## src/rtl/dsm_pkg.sv

```systemverilog
// Shared types, coefficients and fixed-point helpers for the I/Q delta-sigma modulator.
package dsm_pkg;

  localparam int unsigned SmpW   = 12;  // input sample, 8 fractional bits
  localparam int unsigned LvlW   = 4;   // quantiser level
  localparam int unsigned StW    = 24;  // loop state, 19 fractional bits
  localparam int unsigned AccW   = 40;  // product/sum accumulator, 30 fractional bits
  localparam int unsigned NLanes = 2;

  localparam logic signed [StW-1:0] StMax = 24'sh7FFFFF;
  localparam logic signed [StW-1:0] StMin = -24'sh800000;

  localparam logic signed [LvlW-1:0] LvlMax = 4'sd7;
  localparam logic signed [LvlW-1:0] LvlMin = -4'sd8;

  // Loop filter coefficients, raw signed 12-bit values
  localparam logic signed [11:0] KB00 = 12'sd1888;  // /2^8
  localparam logic signed [11:0] KA01 = 12'sd710;   // /2^11
  localparam logic signed [11:0] KB10 = 12'sd868;   // /2^11
  localparam logic signed [11:0] KA11 = 12'sd1364;  // /2^11
  localparam logic signed [11:0] KB11 = 12'sd1425;  // /2^9
  localparam logic signed [11:0] KA12 = 12'sd333;   // /2^11
  localparam logic signed [11:0] KB20 = 12'sd1179;  // /2^8
  localparam logic signed [11:0] KA21 = 12'sd1278;  // /2^11
  localparam logic signed [11:0] KB21 = 12'sd48;    // /2^11
  localparam logic signed [11:0] KA22 = 12'sd924;   // /2^11

  typedef logic signed [StW-1:0]  state_t;
  typedef logic signed [AccW-1:0] acc_t;
  typedef logic signed [LvlW-1:0] lvl_t;
  typedef logic signed [SmpW-1:0] smp_t;

  // Sequencer strobes to one lane
  typedef struct packed {
    logic load;    // sample accepted: form lane input sum
    logic quant;   // quantise, form error
    logic sect;    // section inputs x0, w1, w2
    logic feed;    // second-order outputs x1, x2
    logic commit;  // update feedback and delay line
  } dsm_ctrl_t;

  function automatic state_t sat_acc(acc_t v);
    if (v > acc_t'(StMax)) begin
      return StMax;
    end else if (v < acc_t'(StMin)) begin
      return StMin;
    end
    return v[StW-1:0];
  endfunction

  // 30 fractional bits down to 19: round half up, saturate
  function automatic state_t to_state(acc_t v);
    acc_t r;
    r = (v + acc_t'(1024)) >>> 11;
    return sat_acc(r);
  endfunction

  function automatic acc_t kmul(logic signed [11:0] k, state_t v);
    acc_t ke;
    acc_t ve;
    ke = acc_t'(k);
    ve = acc_t'(v);
    return ke * ve;
  endfunction

endpackage

```

## src/rtl/dsm_if.sv

```systemverilog


interface dsm_res_if import dsm_pkg::*; ();
  logic valid;
  logic ready;
  lvl_t out_real;
  lvl_t out_imag;

  modport source (output valid, output out_real, output out_imag, input ready);
  modport sink   (input valid, input out_real, input out_imag, output ready);
endinterface


```

## src/rtl/dsm_merge.sv

```systemverilog
// Merges the lane levels into one result item and holds it in the output register.
module dsm_merge import dsm_pkg::*; (
  input  logic      clk_i,
  input  logic      rst_ni,
  input  logic      push_i,
  input  lvl_t      q_re_i,
  input  lvl_t      q_im_i,
  input  logic      mode_i,
  output logic      free_o,
  dsm_res_if.source res_o
);

  logic valid_q;
  lvl_t re_q, im_q;

  assign free_o = !valid_q || res_o.ready;

  always_ff @(posedge clk_i or negedge rst_ni) begin
    if (!rst_ni) begin
      valid_q <= 1'b0;
    end else if (push_i) begin
      valid_q <= 1'b1;
    end else if (res_o.ready) begin
      valid_q <= 1'b0;
    end
  end

  // imaginary level reads zero in real mode
  always_ff @(posedge clk_i) begin
    if (push_i) begin
      re_q <= q_re_i;
      im_q <= mode_i ? q_im_i : '0;
    end
  end

  assign res_o.valid    = valid_q;
  assign res_o.out_real = re_q;
  assign res_o.out_imag = im_q;

  a_real_mode_zero: assert property (@(posedge clk_i) disable iff (!rst_ni)
    push_i && !mode_i |=> res_o.out_imag == '0)
    else $error("imaginary level not zero in real mode");

  a_push_free: assert property (@(posedge clk_i) disable iff (!rst_ni)
    push_i |-> free_o)
    else $error("result pushed over an untaken item");

endmodule

```

## src/flat_wrapper.sv

```systemverilog
// flat-port wrapper written by rule: the top's interface ports become plain ports
module dsm_merge_flat import dsm_pkg::*;
  (clk_i, rst_ni, push_i, q_re_i, q_im_i, mode_i, free_o, res_o_valid, res_o_out_real, res_o_out_imag, res_o_ready);
  dsm_res_if res_o_i ();
  input  logic clk_i;
  input  logic rst_ni;
  input  logic push_i;
  input  lvl_t q_re_i;
  input  lvl_t q_im_i;
  input  logic mode_i;
  output logic free_o;
  output wire logic [$bits(res_o_i.valid)-1:0] res_o_valid;
  output wire logic [$bits(res_o_i.out_real)-1:0] res_o_out_real;
  output wire logic [$bits(res_o_i.out_imag)-1:0] res_o_out_imag;
  input wire logic [$bits(res_o_i.ready)-1:0] res_o_ready;
  assign res_o_valid = res_o_i.valid;
  assign res_o_out_real = res_o_i.out_real;
  assign res_o_out_imag = res_o_i.out_imag;
  assign res_o_i.ready = res_o_ready;
  dsm_merge u_core (.clk_i(clk_i), .rst_ni(rst_ni), .push_i(push_i), .q_re_i(q_re_i), .q_im_i(q_im_i), .mode_i(mode_i), .free_o(free_o), .res_o(res_o_i));
endmodule
```

## config.mk

```make
export PLATFORM = sky130hd
export DESIGN_NAME = dsm_merge_flat
export DESIGN_NICKNAME = d
export VERILOG_FILES = /design/src/rtl/dsm_pkg.sv /design/src/rtl/dsm_if.sv /design/src/rtl/dsm_merge.sv /design/src/flat_wrapper.sv
export SDC_FILE = /design/constraint.sdc
export NUM_CORES = 1
export LEC_CHECK = 0
export BUFFER_PORTS_ARGS = -buffer_cell sky130_fd_sc_hd__clkbuf_2
export CORE_AREA = 2 2 39 41
export CTS_BUF_LIST = sky130_fd_sc_hd__clkbuf_4
export DETAILED_ROUTE_END_ITERATION = 8
export DIE_AREA = 0 0 41 43
export PLACE_DENSITY_LB_ADDON = 0.12
export SLEW_MARGIN = 20
export SYNTH_ARGS = -nofsm -noshare
export SYNTH_HDL_FRONTEND = slang
export SYNTH_SLANG_ARGS = --single-unit
```

## constraint.sdc

```tcl
create_clock -name clk_i -period 0.8 [get_ports clk_i]
set_input_delay 0.16 -clock clk_i [delete_from_list [all_inputs] [get_ports clk_i]]
set_output_delay 0.16 -clock clk_i [all_outputs]
set_load 0.01 [all_outputs]
```

After elaboration in Yosys (flattened, before gate mapping)
Index checks and enable logic that the tools add are counted.
{"block": "word_totals", "ff_bits": 9, "input_bits": 13, "out_inout_bits": 10}
{"block": "classes", "mux": 2, "reduce_logical": 3}
{"cell": "$mux 1", "count": 2}
{"cell": "$reduce_bool 2->1", "count": 1}
{"cell": "$logic_not 1->1", "count": 1}
{"cell": "$logic_or 1x1->1", "count": 1}

Depth between registers and ports, before layout
{"block": "depth", "depth_word": 2, "ltp_mapped": 2, "depth_no_buf": 2}

Least setup slack after synthesis
No wires, ideal clock.
{"block": "synth_timing", "path_kind": "reg-to-reg", "start": "register u_core.res_o.valid (netlist name)", "end": "register u_core.valid_q (netlist: u_core.res_o.valid)", "setup_ps": 121, "arrival_time_ps": 568, "slack_ps": 111, "stages_incl_launch_ff": 3, "period_less_slack_ps": 689, "path_cell_list": "dfrtp_1 > nand2b_4 > nand2b_2"}
{"item": "end signal, assigned", "line": "dsm_merge.sv:20", "source": "valid_q <= 1'b0;"}
{"item": "end signal, assigned", "line": "dsm_merge.sv:22", "source": "valid_q <= 1'b1;"}
{"item": "end signal, assigned", "line": "dsm_merge.sv:24", "source": "valid_q <= 1'b0;"}
{"item": "end, declared", "line": "dsm_merge.sv:13", "source": "logic valid_q;"}

Final worst setup path
{"block": "layout_timing", "start": "register u_core.valid_q (netlist: u_core.res_o.valid)", "end": "output free_o"}
{"block": "layout_via", "elab_chain_cells": 2}
{"item": "$logic_not 1->1", "line": "dsm_merge.sv:16", "source": "assign free_o = !valid_q || res_o.ready;"}
{"item": "$logic_or 1x1->1", "line": "dsm_merge.sv:16"}
{"item": "end, declared", "line": "flat_wrapper.sv:11", "source": "output logic free_o;"}
No other way between the ends.

==> run_results.csv <==
group,metric,value,unit
placement,port_buffers,22,
synth,synthMuxAreaShare,0,%
finish,utilization,35.9,%
cts,cts_sinks,9,
detailed_routing,wl_per_cell,9.49,um
synth,ys_types,5,
synth,syn_nets,28,
sta,finalMaxSlewViolations,0,
detailed_routing,ant_nets,0,
finish,drive_gt1_share,67.4,%
flow_run,drv_cap,0,
setup_path,arrival,0.84,ns
setup_path,worst-r2r-setup-slack,0.07,ns
cts,clock_latency,0.26,ns
global_routing,grt.total_usage,8.75,%
global_routing,grt_pass1_wl,855,um
synth,avgSynthCellArea,20.9,um^2
floorplanning,start_util,22.6,%
power_and_ir_drop,finalPower,1.07,mW
placement,place_congestion,0.567,
synth,syn-instance-count,15,
setup_path,r2r_start,"u_core.res_o.valid",
synth,synth_compound_area_share,0,%
placement,dp_slack,0.0471,ns
sta,finalSetupViolations,10,
setup_path,worst_setup_path_end_kind,"output port",
synth,seq_area_frac_synth,84.8,%
power_and_ir_drop,cellLeakagePower,0.230,nW
detailed_routing,first_pass_iters,3,
setup_path,crit_fanout,2,
outcome,outcome,"finished with violations",
min_path,hp-class,"in -> reg",
synth,synth_xor_area_share,0,%
synth,synthAdderAreaFrac,0,%
setup_path,critPathCapture,"free_o",
sta,fin_skew,0,ns
global_routing,grt_max_degree,10,
finish,fin_cells,59,
global_routing,overflow,0,
finish,nets,57,
synth,synth_top_family_by_area,"simple AND/OR/NAND/NOR gates",
sta,tightest_slew,0.225,ns
floorplanning,die_height,43,um
cts,clock-root-buffer,"clkbuf_4",
setup_path,r2r_end,"u_core.res_o.valid",
floorplanning,dieArea,1760,um^2
cts,cts_buffers,3,
detailed_routing,route.detailed.drc,0,
synth,syn_area,313,um^2
power_and_ir_drop,ir_drop,0.856,mV
sta,min_period_over_period,125,%
cts,tritoncts,"done",
setup_path,worst-setup-path-type,"reg -> out",
floorplanning,fp.dieW,41,um
cts,clk_pin_slew,0.06,ns
detailed_routing,drt_iter0_markers,5,
synth,yosys_warnings,0,
floorplanning,io_pins,23,
synth,ys_ff_latch,9,
sta,clock.fmax,1000,MHz
sta,max-slew-margin-rel,85.0,%
floorplanning,coreArea,1380,um^2
detailed_routing,avgViaCountPerCell,3.63,
cts,htree_levels,1,
setup_path,worstSetupStartpoint,"u_core.res_o.valid",
synth,yosys.area_share.simple,15.2,%
sta,final-hold-violation-count,0,
power_and_ir_drop,power_density,2150,nW/um^2
floorplanning,rows,14,
detailed_routing,via_count,214,
global_routing,first_global_vias,209,
setup_path,startpoint_type,"register",
detailed_routing,totalWireLength,560,um
outcome,violations,"negative setup slack",
placement,place_inst,53,
sta,setup_ws,-0.198,ns
sta,rsz0062_at_grt,"yes",
cts,clockBufferDepth,2,
setup_path,required,0.64,ns
finish,synthToLayoutAreaGrowth,58.8,%
global_routing,antenna_found_initial,0,
sta,finalWorstPathRequiredPeriod,0.998,ns
finish,diodes,0,
setup_path,r2r_cells,3,
-- metal layers --
layer	GRT usage [%]	part of all wire [%]	vias up
met4	10.0	0	0
met3	7.85	8.4	0
met5	0	0	-
met2	11.3	53	12
li1	-	-	109
met1	6.71	39	93
-- cells in the mapped netlist --
cell type / instances / area (um^2)
nand2b_2: 1 / 8.76
nand2b_4: 1 / 13.8
dfrtp_1: 1 / 25.0
edfxtp_1: 8 / 240
and2_1: 4 / 25.0
-- critical path, cell delays in order, from the launching register on --
cell      delay (ns)
dfrtp_1         0.40
nand2b_4        0.08
buf_6           0.09
-- power by group --
part | internal, mW | switching, mW | total, mW | leakage [nW]
Combinational | 0.0680 | 0.0553 | 0.123 | 0.123
Sequential | 0.552 | 0.0107 | 0.563 | 0.0885
Clock | 0.226 | 0.158 | 0.384 | 0.0184
Total | 0.846 | 0.224 | 1.07 | 0.230
-- cell type report --
class                   instances  area [um^2]
well taps                      16         20.0
repair buffers                 24          134
multi-input cells               6         47.5
flip-flops and latches          9          265
fillers                       146          887
clock buffers                   4         30.0
-- worst min path at each step --
stage	start	to	slack [ns]	depth (start not counted)
CTS	q_re_i[2]	u_core.res_o.out_real[2]	0.06	1
finish	q_re_i[2]	u_core.res_o.out_real[2]	0.08	1
detailed placement	rst_ni	u_core.res_o.valid	-0.06	1
global route	q_re_i[0]	u_core.res_o.out_real[0]	0.06	1
floorplan	rst_ni	u_core.res_o.valid	-0.14	0
global placement	rst_ni	u_core.res_o.valid	-0.07	1
-- cells by family (layout without fill, tap and decap cells) --
family,count (synthesis),count (layout)
DFF,9,9
and+or+nand+nor,6,6
buffers and inverters,0,28
-- metrics by stage --
stage          TNS [ns]  hold WS [ns]  area [um^2]
6_report          -1.22        0.0805          497
5_1_grt           -1.77        0.0566          497
3_3_place_gp          0       -0.0653          443
3_5_place_dp          0       -0.0623          443
4_1_cts           -1.43        0.0643          490
2_1_floorplan         0        -0.136          313
-- timing repair --
| action | CTS | global route |
|---|---|---|
| endpoints found under the setup margin | 10 | 10 |
| cloned | 0 | 0 |
| buffers inserted | 1 | 0 |
| resized for setup | 0 | 3 |
| pin swaps | 0 | 0 |
| hold buffers | 1 | 0 |
| hold endpoints to repair | 1 | 0 |
-- cells in the final DEF (no fill, tap or decap) --
master	netlist	layout
nand2b_2	1	1
clkbuf_2	0	20
dfrtp_1	1	1
clkbuf_4	0	4
buf_4	0	1
buf_6	0	1
dlygate4sd3_1	0	1
and2_1	4	4
edfxtp_1	8	8
nand2b_4	1	1
buf_2	0	1
-- flip-flops by register name (all words and copies together), names as in the netlist --
name,flops
u_core.res_o.out_imag,4
u_core.res_o.valid,1
u_core.res_o.out_real,4
Note: power is estimated with default switching activity, not from simulation.
