`src/rtl/dsm_pkg.sv`:
```
// Shared types, coefficients and fixed-point helpers for the I/Q delta-sigma modulator.
package dsm_pkg;

  localparam int unsigned SmpW   = 12;  // input sample, 8 fractional bits
  localparam int unsigned LvlW   = 4;   // quantiser level
  localparam int unsigned StW    = 24;  // loop state, 19 fractional bits
  localparam int unsigned AccW   = 40;  // product/sum accumulator, 30 fractional bits
  localparam int unsigned NLanes = 2;

  localparam logic signed [StW-1:0] StMax = 24'sh7FFFFF;
  localparam logic signed [StW-1:0] StMin = -24'sh800000;

  localparam logic signed [LvlW-1:0] LvlMax = 4'sd7;
  localparam logic signed [LvlW-1:0] LvlMin = -4'sd8;

  // Loop filter coefficients, raw signed 12-bit values
  localparam logic signed [11:0] KB00 = 12'sd1888;  // /2^8
  localparam logic signed [11:0] KA01 = 12'sd710;   // /2^11
  localparam logic signed [11:0] KB10 = 12'sd868;   // /2^11
  localparam logic signed [11:0] KA11 = 12'sd1364;  // /2^11
  localparam logic signed [11:0] KB11 = 12'sd1425;  // /2^9
  localparam logic signed [11:0] KA12 = 12'sd333;   // /2^11
  localparam logic signed [11:0] KB20 = 12'sd1179;  // /2^8
  localparam logic signed [11:0] KA21 = 12'sd1278;  // /2^11
  localparam logic signed [11:0] KB21 = 12'sd48;    // /2^11
  localparam logic signed [11:0] KA22 = 12'sd924;   // /2^11

  typedef logic signed [StW-1:0]  state_t;
  typedef logic signed [AccW-1:0] acc_t;
  typedef logic signed [LvlW-1:0] lvl_t;
  typedef logic signed [SmpW-1:0] smp_t;

  // Sequencer strobes to one lane
  typedef struct packed {
    logic load;    // sample accepted: form lane input sum
    logic quant;   // quantise, form error
    logic sect;    // section inputs x0, w1, w2
    logic feed;    // second-order outputs x1, x2
    logic commit;  // update feedback and delay line
  } dsm_ctrl_t;

  function automatic state_t sat_acc(acc_t v);
    if (v > acc_t'(StMax)) begin
      return StMax;
    end else if (v < acc_t'(StMin)) begin
      return StMin;
    end
    return v[StW-1:0];
  endfunction

  // 30 fractional bits down to 19: round half up, saturate
  function automatic state_t to_state(acc_t v);
    acc_t r;
    r = (v + acc_t'(1024)) >>> 11;
    return sat_acc(r);
  endfunction

  function automatic acc_t kmul(logic signed [11:0] k, state_t v);
    acc_t ke;
    acc_t ve;
    ke = acc_t'(k);
    ve = acc_t'(v);
    return ke * ve;
  endfunction

endpackage

```
`src/rtl/dsm_lane.sv`:
```
// One modulator lane: quantiser, three loop filter sections and feedback state.
module dsm_lane import dsm_pkg::*; (
  input  logic      clk_i,
  input  logic      rst_ni,
  input  dsm_ctrl_t ctrl_i,
  input  smp_t      xin_i,
  output lvl_t      q_o
);

  // loop state
  state_t fb_q, s0_q, s1a_q, s1b_q, s2a_q, s2b_q;
  // working registers
  state_t yi_q, e_q, x0_q, w1_q, w2_q, x1_q, x2_q;
  lvl_t   q_q;

  logic signed [StW:0] sum_in, rnd, err;
  logic signed [5:0]   qw;
  lvl_t                q_d;
  state_t              e_d, x0_d, w1_d, w2_d, x1_d, x2_d, fb_d;

  always_comb begin
    sum_in = {{2{xin_i[SmpW-1]}}, xin_i, 11'b0} + {fb_q[StW-1], fb_q};

    rnd = {yi_q[StW-1], yi_q} + 25'sd262144;
    qw  = rnd[StW:19];
    if (qw > 6'(LvlMax)) begin
      q_d = LvlMax;
    end else if (qw < 6'(LvlMin)) begin
      q_d = LvlMin;
    end else begin
      q_d = qw[LvlW-1:0];
    end
    err = {yi_q[StW-1], yi_q} - {{2{q_d[LvlW-1]}}, q_d, 19'b0};
    e_d = sat_acc(acc_t'(err));

    x0_d = to_state((kmul(KB00, e_q) <<< 3) + kmul(KA01, s0_q));
    w1_d = to_state((acc_t'(e_q) <<< 11) + kmul(KA11, s1a_q) - kmul(KA12, s1b_q));
    w2_d = to_state((acc_t'(e_q) <<< 11) + kmul(KA21, s2a_q) - kmul(KA22, s2b_q));

    x1_d = to_state(kmul(KB10, w1_q) - (kmul(KB11, s1a_q) <<< 2));
    x2_d = to_state(kmul(KB21, s2a_q) - (kmul(KB20, w2_q) <<< 3));

    fb_d = sat_acc(acc_t'(x0_q) + acc_t'(x1_q) + acc_t'(x2_q));
  end

  always_ff @(posedge clk_i) begin
    if (ctrl_i.load) begin
      yi_q <= sat_acc(acc_t'(sum_in));
    end
    if (ctrl_i.quant) begin
      q_q <= q_d;
      e_q <= e_d;
    end
    if (ctrl_i.sect) begin
      x0_q <= x0_d;
      w1_q <= w1_d;
      w2_q <= w2_d;
    end
    if (ctrl_i.feed) begin
      x1_q <= x1_d;
      x2_q <= x2_d;
    end
  end

  always_ff @(posedge clk_i or negedge rst_ni) begin
    if (!rst_ni) begin
      fb_q  <= '0;
      s0_q  <= '0;
      s1a_q <= '0;
      s1b_q <= '0;
      s2a_q <= '0;
      s2b_q <= '0;
    end else if (ctrl_i.commit) begin
      fb_q  <= fb_d;
      s0_q  <= x0_q;
      s1b_q <= s1a_q;
      s1a_q <= w1_q;
      s2b_q <= s2a_q;
      s2a_q <= w2_q;
    end
  end

  assign q_o = q_q;

endmodule

```
`config.mk`:
```
export PLATFORM = sky130hd
export DESIGN_NAME = dsm_lane
export DESIGN_NICKNAME = d
export VERILOG_FILES = /design/src/rtl/dsm_pkg.sv /design/src/rtl/dsm_lane.sv
export SDC_FILE = /design/constraint.sdc
export NUM_CORES = 2
export LEC_CHECK = 0
export ABC_AREA = 1
export BUFFER_PORTS_ARGS = -buffer_cell sky130_fd_sc_hd__clkbuf_2
export CAP_MARGIN = 30
export CORE_ASPECT_RATIO = 0.9
export CORE_UTILIZATION = 45
export DETAILED_ROUTE_END_ITERATION = 10
export PLACE_DENSITY = 0.62
export SLEW_MARGIN = 20
export SYNTH_ARGS = -nofsm -noshare
export SYNTH_HDL_FRONTEND = slang
export SYNTH_SLANG_ARGS = --single-unit
```
`constraint.sdc`:
```
create_clock -name clk_i -period 19.85 [get_ports clk_i]
set_input_delay 0 -clock clk_i [delete_from_list [all_inputs] [get_ports clk_i]]
set_output_delay 0 -clock clk_i [all_outputs]
set_load 0.02 [all_outputs]
```
After elaboration in Yosys (flattened, before gate mapping)
Cells that the tools add are included.
Storage, ports and cells
  flip-flop bits (word level): 316
  input port bits: 19
  word-level logic and storage cells: 102
Cells by class
  add/sub/neg operators: 17
  multiply operators: 10
  order comparisons: 18
  mux-type cells: 43
Operators with widths (count)
  $mux W24: 24
  $mul A10 B24 Y34 const A: 3
  $gt A29 B24 Y1 const B: 3
  $lt A29 B24 Y1 const B: 3
  $add A40 B12 Y40 const B: 2
  $add A38 B12 Y39 const B: 2
  $add A35 B36 Y37: 2
  $mul A12 B24 Y36 const A: 2
  $mul A9 B24 Y33 const A: 2
  $gt A28 B24 Y1 const B: 2
  $lt A28 B24 Y1 const B: 2
  $gt A25 B24 Y1 const B: 2
  $lt A25 B24 Y1 const B: 2
  $add A39 B12 Y40 const B: 1
  $add A39 B35 Y40: 1
  $sub A31 B39 Y40: 1
  $sub A35 B38 Y39: 1
  $sub A37 B34 Y38: 1
  $sub A37 B35 Y38: 1
  $mul A11 B24 Y35 const A: 1
  $mul A7 B24 Y31 const A: 1
  $mul A3 B24 Y27 const A: 1
  $add A25 B24 Y26: 1
  $gt A26 B24 Y1 const B: 1
  other kinds (9): 26

Longest topological paths before layout
  word-level depth: 9
  gate-level depth with buffers: 42
  gate-level depth less buffers: 41

Least setup slack after synthesis
No wires, ideal clock.
  path type: flip-flop to flip-flop
  start: reg s1a_q[5]
  end: reg w1_q[10] (data pin)
  setup time: 252 ps
  arrival: 7854 ps
  slack: 11743 ps
  stages on the path, launching flop included: 40
  path buffers: 1
  cells stage by stage: dfrtp_1 ha_1 ha_1 inv_1 fa_1 inv_1 fa_1 inv_1 fa_1 inv_1 ha_1 a21oi_1 nor2_1 nor2_1 o221ai_1 a21oi_1 nor3_1 nor2_1 [... 4 more ...] inv_1 fa_1 fa_1 fa_1 inv_1 ha_1 nand2_1 nor2_1 inv_1 nor4_1 nand3_1 nand3_1 xor2_1 nand3b_1 nand2_2 buf_4 nand2_1 nand2_1
Between the ends
  word-level cells in the longest chain between the ends: 8
Ends and longest elaborated chain
  start, declared: RTL line dsm_lane.sv:11  | state_t fb_q, s0_q, s1a_q, s1b_q, s2a_q, s2b_q;
  start signal, assigned: RTL line dsm_lane.sv:77  | s1a_q <= w1_q;
  $mul A10 B24 Y34 *: RTL line dsm_pkg.sv:63  | return ke * ve;
  $add A35 B36 Y37 *: RTL line dsm_lane.sv:37  | w1_d = to_state((acc_t'(e_q) <<< 11) + kmul(KA11, s1a_q) - kmul(KA12, s1b_q));
  $sub A37 B34 Y38 *: RTL line dsm_lane.sv:37
  $add A38 B12 Y39 *: RTL line dsm_pkg.sv:54  | r = (v + acc_t'(1024)) >>> 11;
  $lt A28 B24 Y1: RTL line dsm_pkg.sv:45  | end else if (v < acc_t'(StMin)) begin
  $mux W1: RTL line dsm_pkg.sv:45
  $mux W1: RTL line dsm_pkg.sv:43  | if (v > acc_t'(StMax)) begin
  $mux W24 *: RTL line dsm_pkg.sv:48  | return v[StW-1:0];
  named net w1_d[10]: RTL line dsm_lane.sv:19  | state_t e_d, x0_d, w1_d, w2_d, x1_d, x2_d, fb_d;
  end signal, assigned: RTL line dsm_lane.sv:56  | w1_q <= w1_d;
  end, declared: RTL line dsm_lane.sv:13  | state_t yi_q, e_q, x0_q, w1_q, w2_q, x1_q, x2_q;
Mark *: on every way through the listed nets, which the timed path passes. The rest lies on a longest branch.
A chain may end at the register's enable or synchronous reset.

Worst setup path in the final report
  start: reg s1a_q[5]
  end: reg w1_q[18] (data pin)
The elaborated chain is that of the path after synthesis.

==> reports/metrics.yaml <==
status: "completed"
layout-drive-gt1-share_pct: 2.53
multiInputGateArea_um2: 52700
synthCells: 8223
rsz0062_at_grt: "no"
drtPass1Iterations: 6
criticalPathCategory: "register to register"
pin_count: 23
r2r-start: "s1a_q[5]$_DFFE_PN0P_"
n_fill_cell: 14712
setup_tns_ns: 0
cp.required_ns: 20.20
placementRows: 135
synthTopCellsByArea: "fa_1 24%, ha_1 24%, inv_1 10%"
r2r.worst_path.cells: 36
max_slew.worst_pin.slew_ns: 0.973
n_antenna_cell: 0
worst_path_largest_cell_delay_ns: 0.66
netlist_area_um2: 68800
synthArstFlopShare_pct: 45.6
routed_wl_mm: 190
clkTransAtPathRegs_ns: 0.06
crit_path_max_fanout: 23
crit-reg2reg-capture: "w1_q[18]$_DFFE_PP_"
grt_max_degree: 176
finalHoldViolations: 0
start_util_pct: 45.5
die_y_um: 373
htree_num_levels: 2
syn-num-nets: 10363
yosysSeqAreaShare_pct: 12.7
cts_tree: "done"
cp-end-kind: "register"
synthFlopType: "edfxtp_1"
fin_crit_sh_pct: 47.4
die_x_um: 414
synth_edf_count: 172
track_usage_pct: 24.9
clock_skew_ns: 0.0538
yosysUniqueCellTypes: 65
core_um2: 151000
cp.arrival_ns: 9.76
path_depth: 36
max_freq_mhz: 106
maxSlewHeadroom_pct: 35.1
yosys-top-cells-count: "1833 x inv_1, 1296 x ha_1, 1269 x nand2_1"
synth-seq-cells: 316
seqCellArea_um2: 8770
clk-insertion-delay-late_ns: 0.63
min_path_type: "input pin to register"
synth_top_area_cell: "fa_1"
grt_pass1_wl_mm: 305
dr_total_vias: 53652
path_buf_inv: 7
finalMaxSlewViolations: 0
die_area_um2: 154000
antenna_found_initial: 1
root_buffer: "clkbuf_16"
r2r_setup_slack_ns: 10.44
syn_avg_cell_area_um2: 8.37
drt-initial-drc-count: 3348
fin_nets: 10385
yosysWarnings: 0
period_minus_slack_ns: 9.41
yosysMostFrequentCell: "inv_1"
grt_overflow: 0
portBuffers: 22
cts_buffer_depth: 3
path_delay_family: "adder cells"
cp-startpoint: "s1a_q[5]$_DFFE_PN0P_"
startpoint_type: "register"
grt_pass1_vias: 54847
area_delta_synth_final_pct: 5.72
max-cap-violations: 0
ant_nets: 0
drc: 0
place_congestion: 0.979
viasPerCell: 5.23
setup_viol: 0
cts_num_sinks: 316
hpwl_mm: 165
endpoint: "w1_q[18]$_DFFE_PP_"
cts_made_buffers: 40
synth_top_area_share_pct: 24.0
wire_per_inst_um: 18.5
critPathSlowestCell: "dfrtp_1"
[registers in the layout, summed over array words and instances (netlist names)]
signal and cells:
x0_q 24, s2b_q 24, s0_q 24, w1_q 24, x2_q 24, q_o 4
s1a_q 24, w2_q 24, yi_q 24, x1_q 24, fb_q 24, s1b_q 24
s2a_q 24, e_q 24
[cell families (layout without fill, tap and decap cells)]
group	count (synthesis)	count (layout)	synth area share [%]
XOR/XNOR	445	445	5.69
AO/OA/AOI/OAI	1268	1268	10.2
multiplexers	30	30	0.489
flip-flops	316	316	12.7
buffers and inverters	1910	1964	10.6
AND/OR/NAND/NOR	2133	2133	12.7
adder cells (fa/ha/maj)	2121	2121	47.6
[routing by layer]
| metal | global-route usage [%] | wire length, µm |
|---|---|---|
| met4 | 6.68 | 5450 |
| met1 | 33.7 | 86200 |
| met3 | 1.88 | 7290 |
| met2 | 42.7 | 91000 |
| met5 | 0 | 0 |
[stage by stage]
step / setup WS [ns] / utilization (%) / std cells / area, µm² / hold WS, ns
final: 10.44 / 48.1 / 10263 / 72700 / 0.0434
after global routing: 9.76 / 48.1 / 10263 / 72700 / 0.0618
after CTS: 10.54 / 48.1 / 10261 / 72700 / 0.0249
after detailed placement: 10.56 / 47.1 / 10178 / 71200 / 0.0115
after global placement: 10.59 / 47.1 / 10176 / 71100 / 0.00225
after floorplan: 11.74 / - / 8223 / 68800 / -0.296
[cells in the final DEF (no fill, tap or decap), drive strengths merged, types with 18 or more instances in the layout]
cell type | Yosys | routed
inv | 1844 | 1850
ha | 1296 | 1296
nand2 | 1283 | 1283
fa | 825 | 825
a21oi | 616 | 616
nor2 | 463 | 463
o21ai | 392 | 392
xor2 | 262 | 262
nand3 | 204 | 204
xnor2 | 183 | 183
edfxtp | 172 | 172
dfrtp | 144 | 144
nor3 | 71 | 71
a31oi | 66 | 66
clkbuf | 30 | 66
a21o | 51 | 51
nand4 | 49 | 49
o21bai | 44 | 44
mux2 | 29 | 29
nor4 | 25 | 25
o211ai | 20 | 20
buf | 36 | 18
[how the worst min path moves through the flow]
stage                     depth (start not counted)                    end      start
after floorplan                                   0    fb_q[0]$_DFFE_PN0P_     rst_ni
after global placement                            1  s2b_q[10]$_DFFE_PN0P_     rst_ni
after detailed placement                          1  s2b_q[10]$_DFFE_PN0P_     rst_ni
after CTS                                         2     x2_q[20]$_DFFE_PP_  ctrl_i[1]
after global routing                              2     x2_q[18]$_DFFE_PP_  ctrl_i[1]
final                                             2     x2_q[20]$_DFFE_PP_  ctrl_i[1]
[repair_timing]
item	in CTS	in global routing
setup endpoints to repair	0	0
hold buffers	9	0
endpoints found under the hold margin	91	0
buffers inserted	0	0
resized for setup	0	0
[cell type report]
| class | count | area share (%) |
|---|---|---|
| timing repair buffer | 46 | 0.526 |
| clock buffer | 46 | 1.48 |
| tap | 1986 | 3.42 |
| multi-input combinational | 5997 | 72.5 |
| clock inverter | 28 | 0.487 |
| sequential | 316 | 12.1 |
| inverter | 1844 | 9.52 |
Power is not shown: default switching activity piles up to over one toggle a cycle in this logic, so the estimate is an artifact.
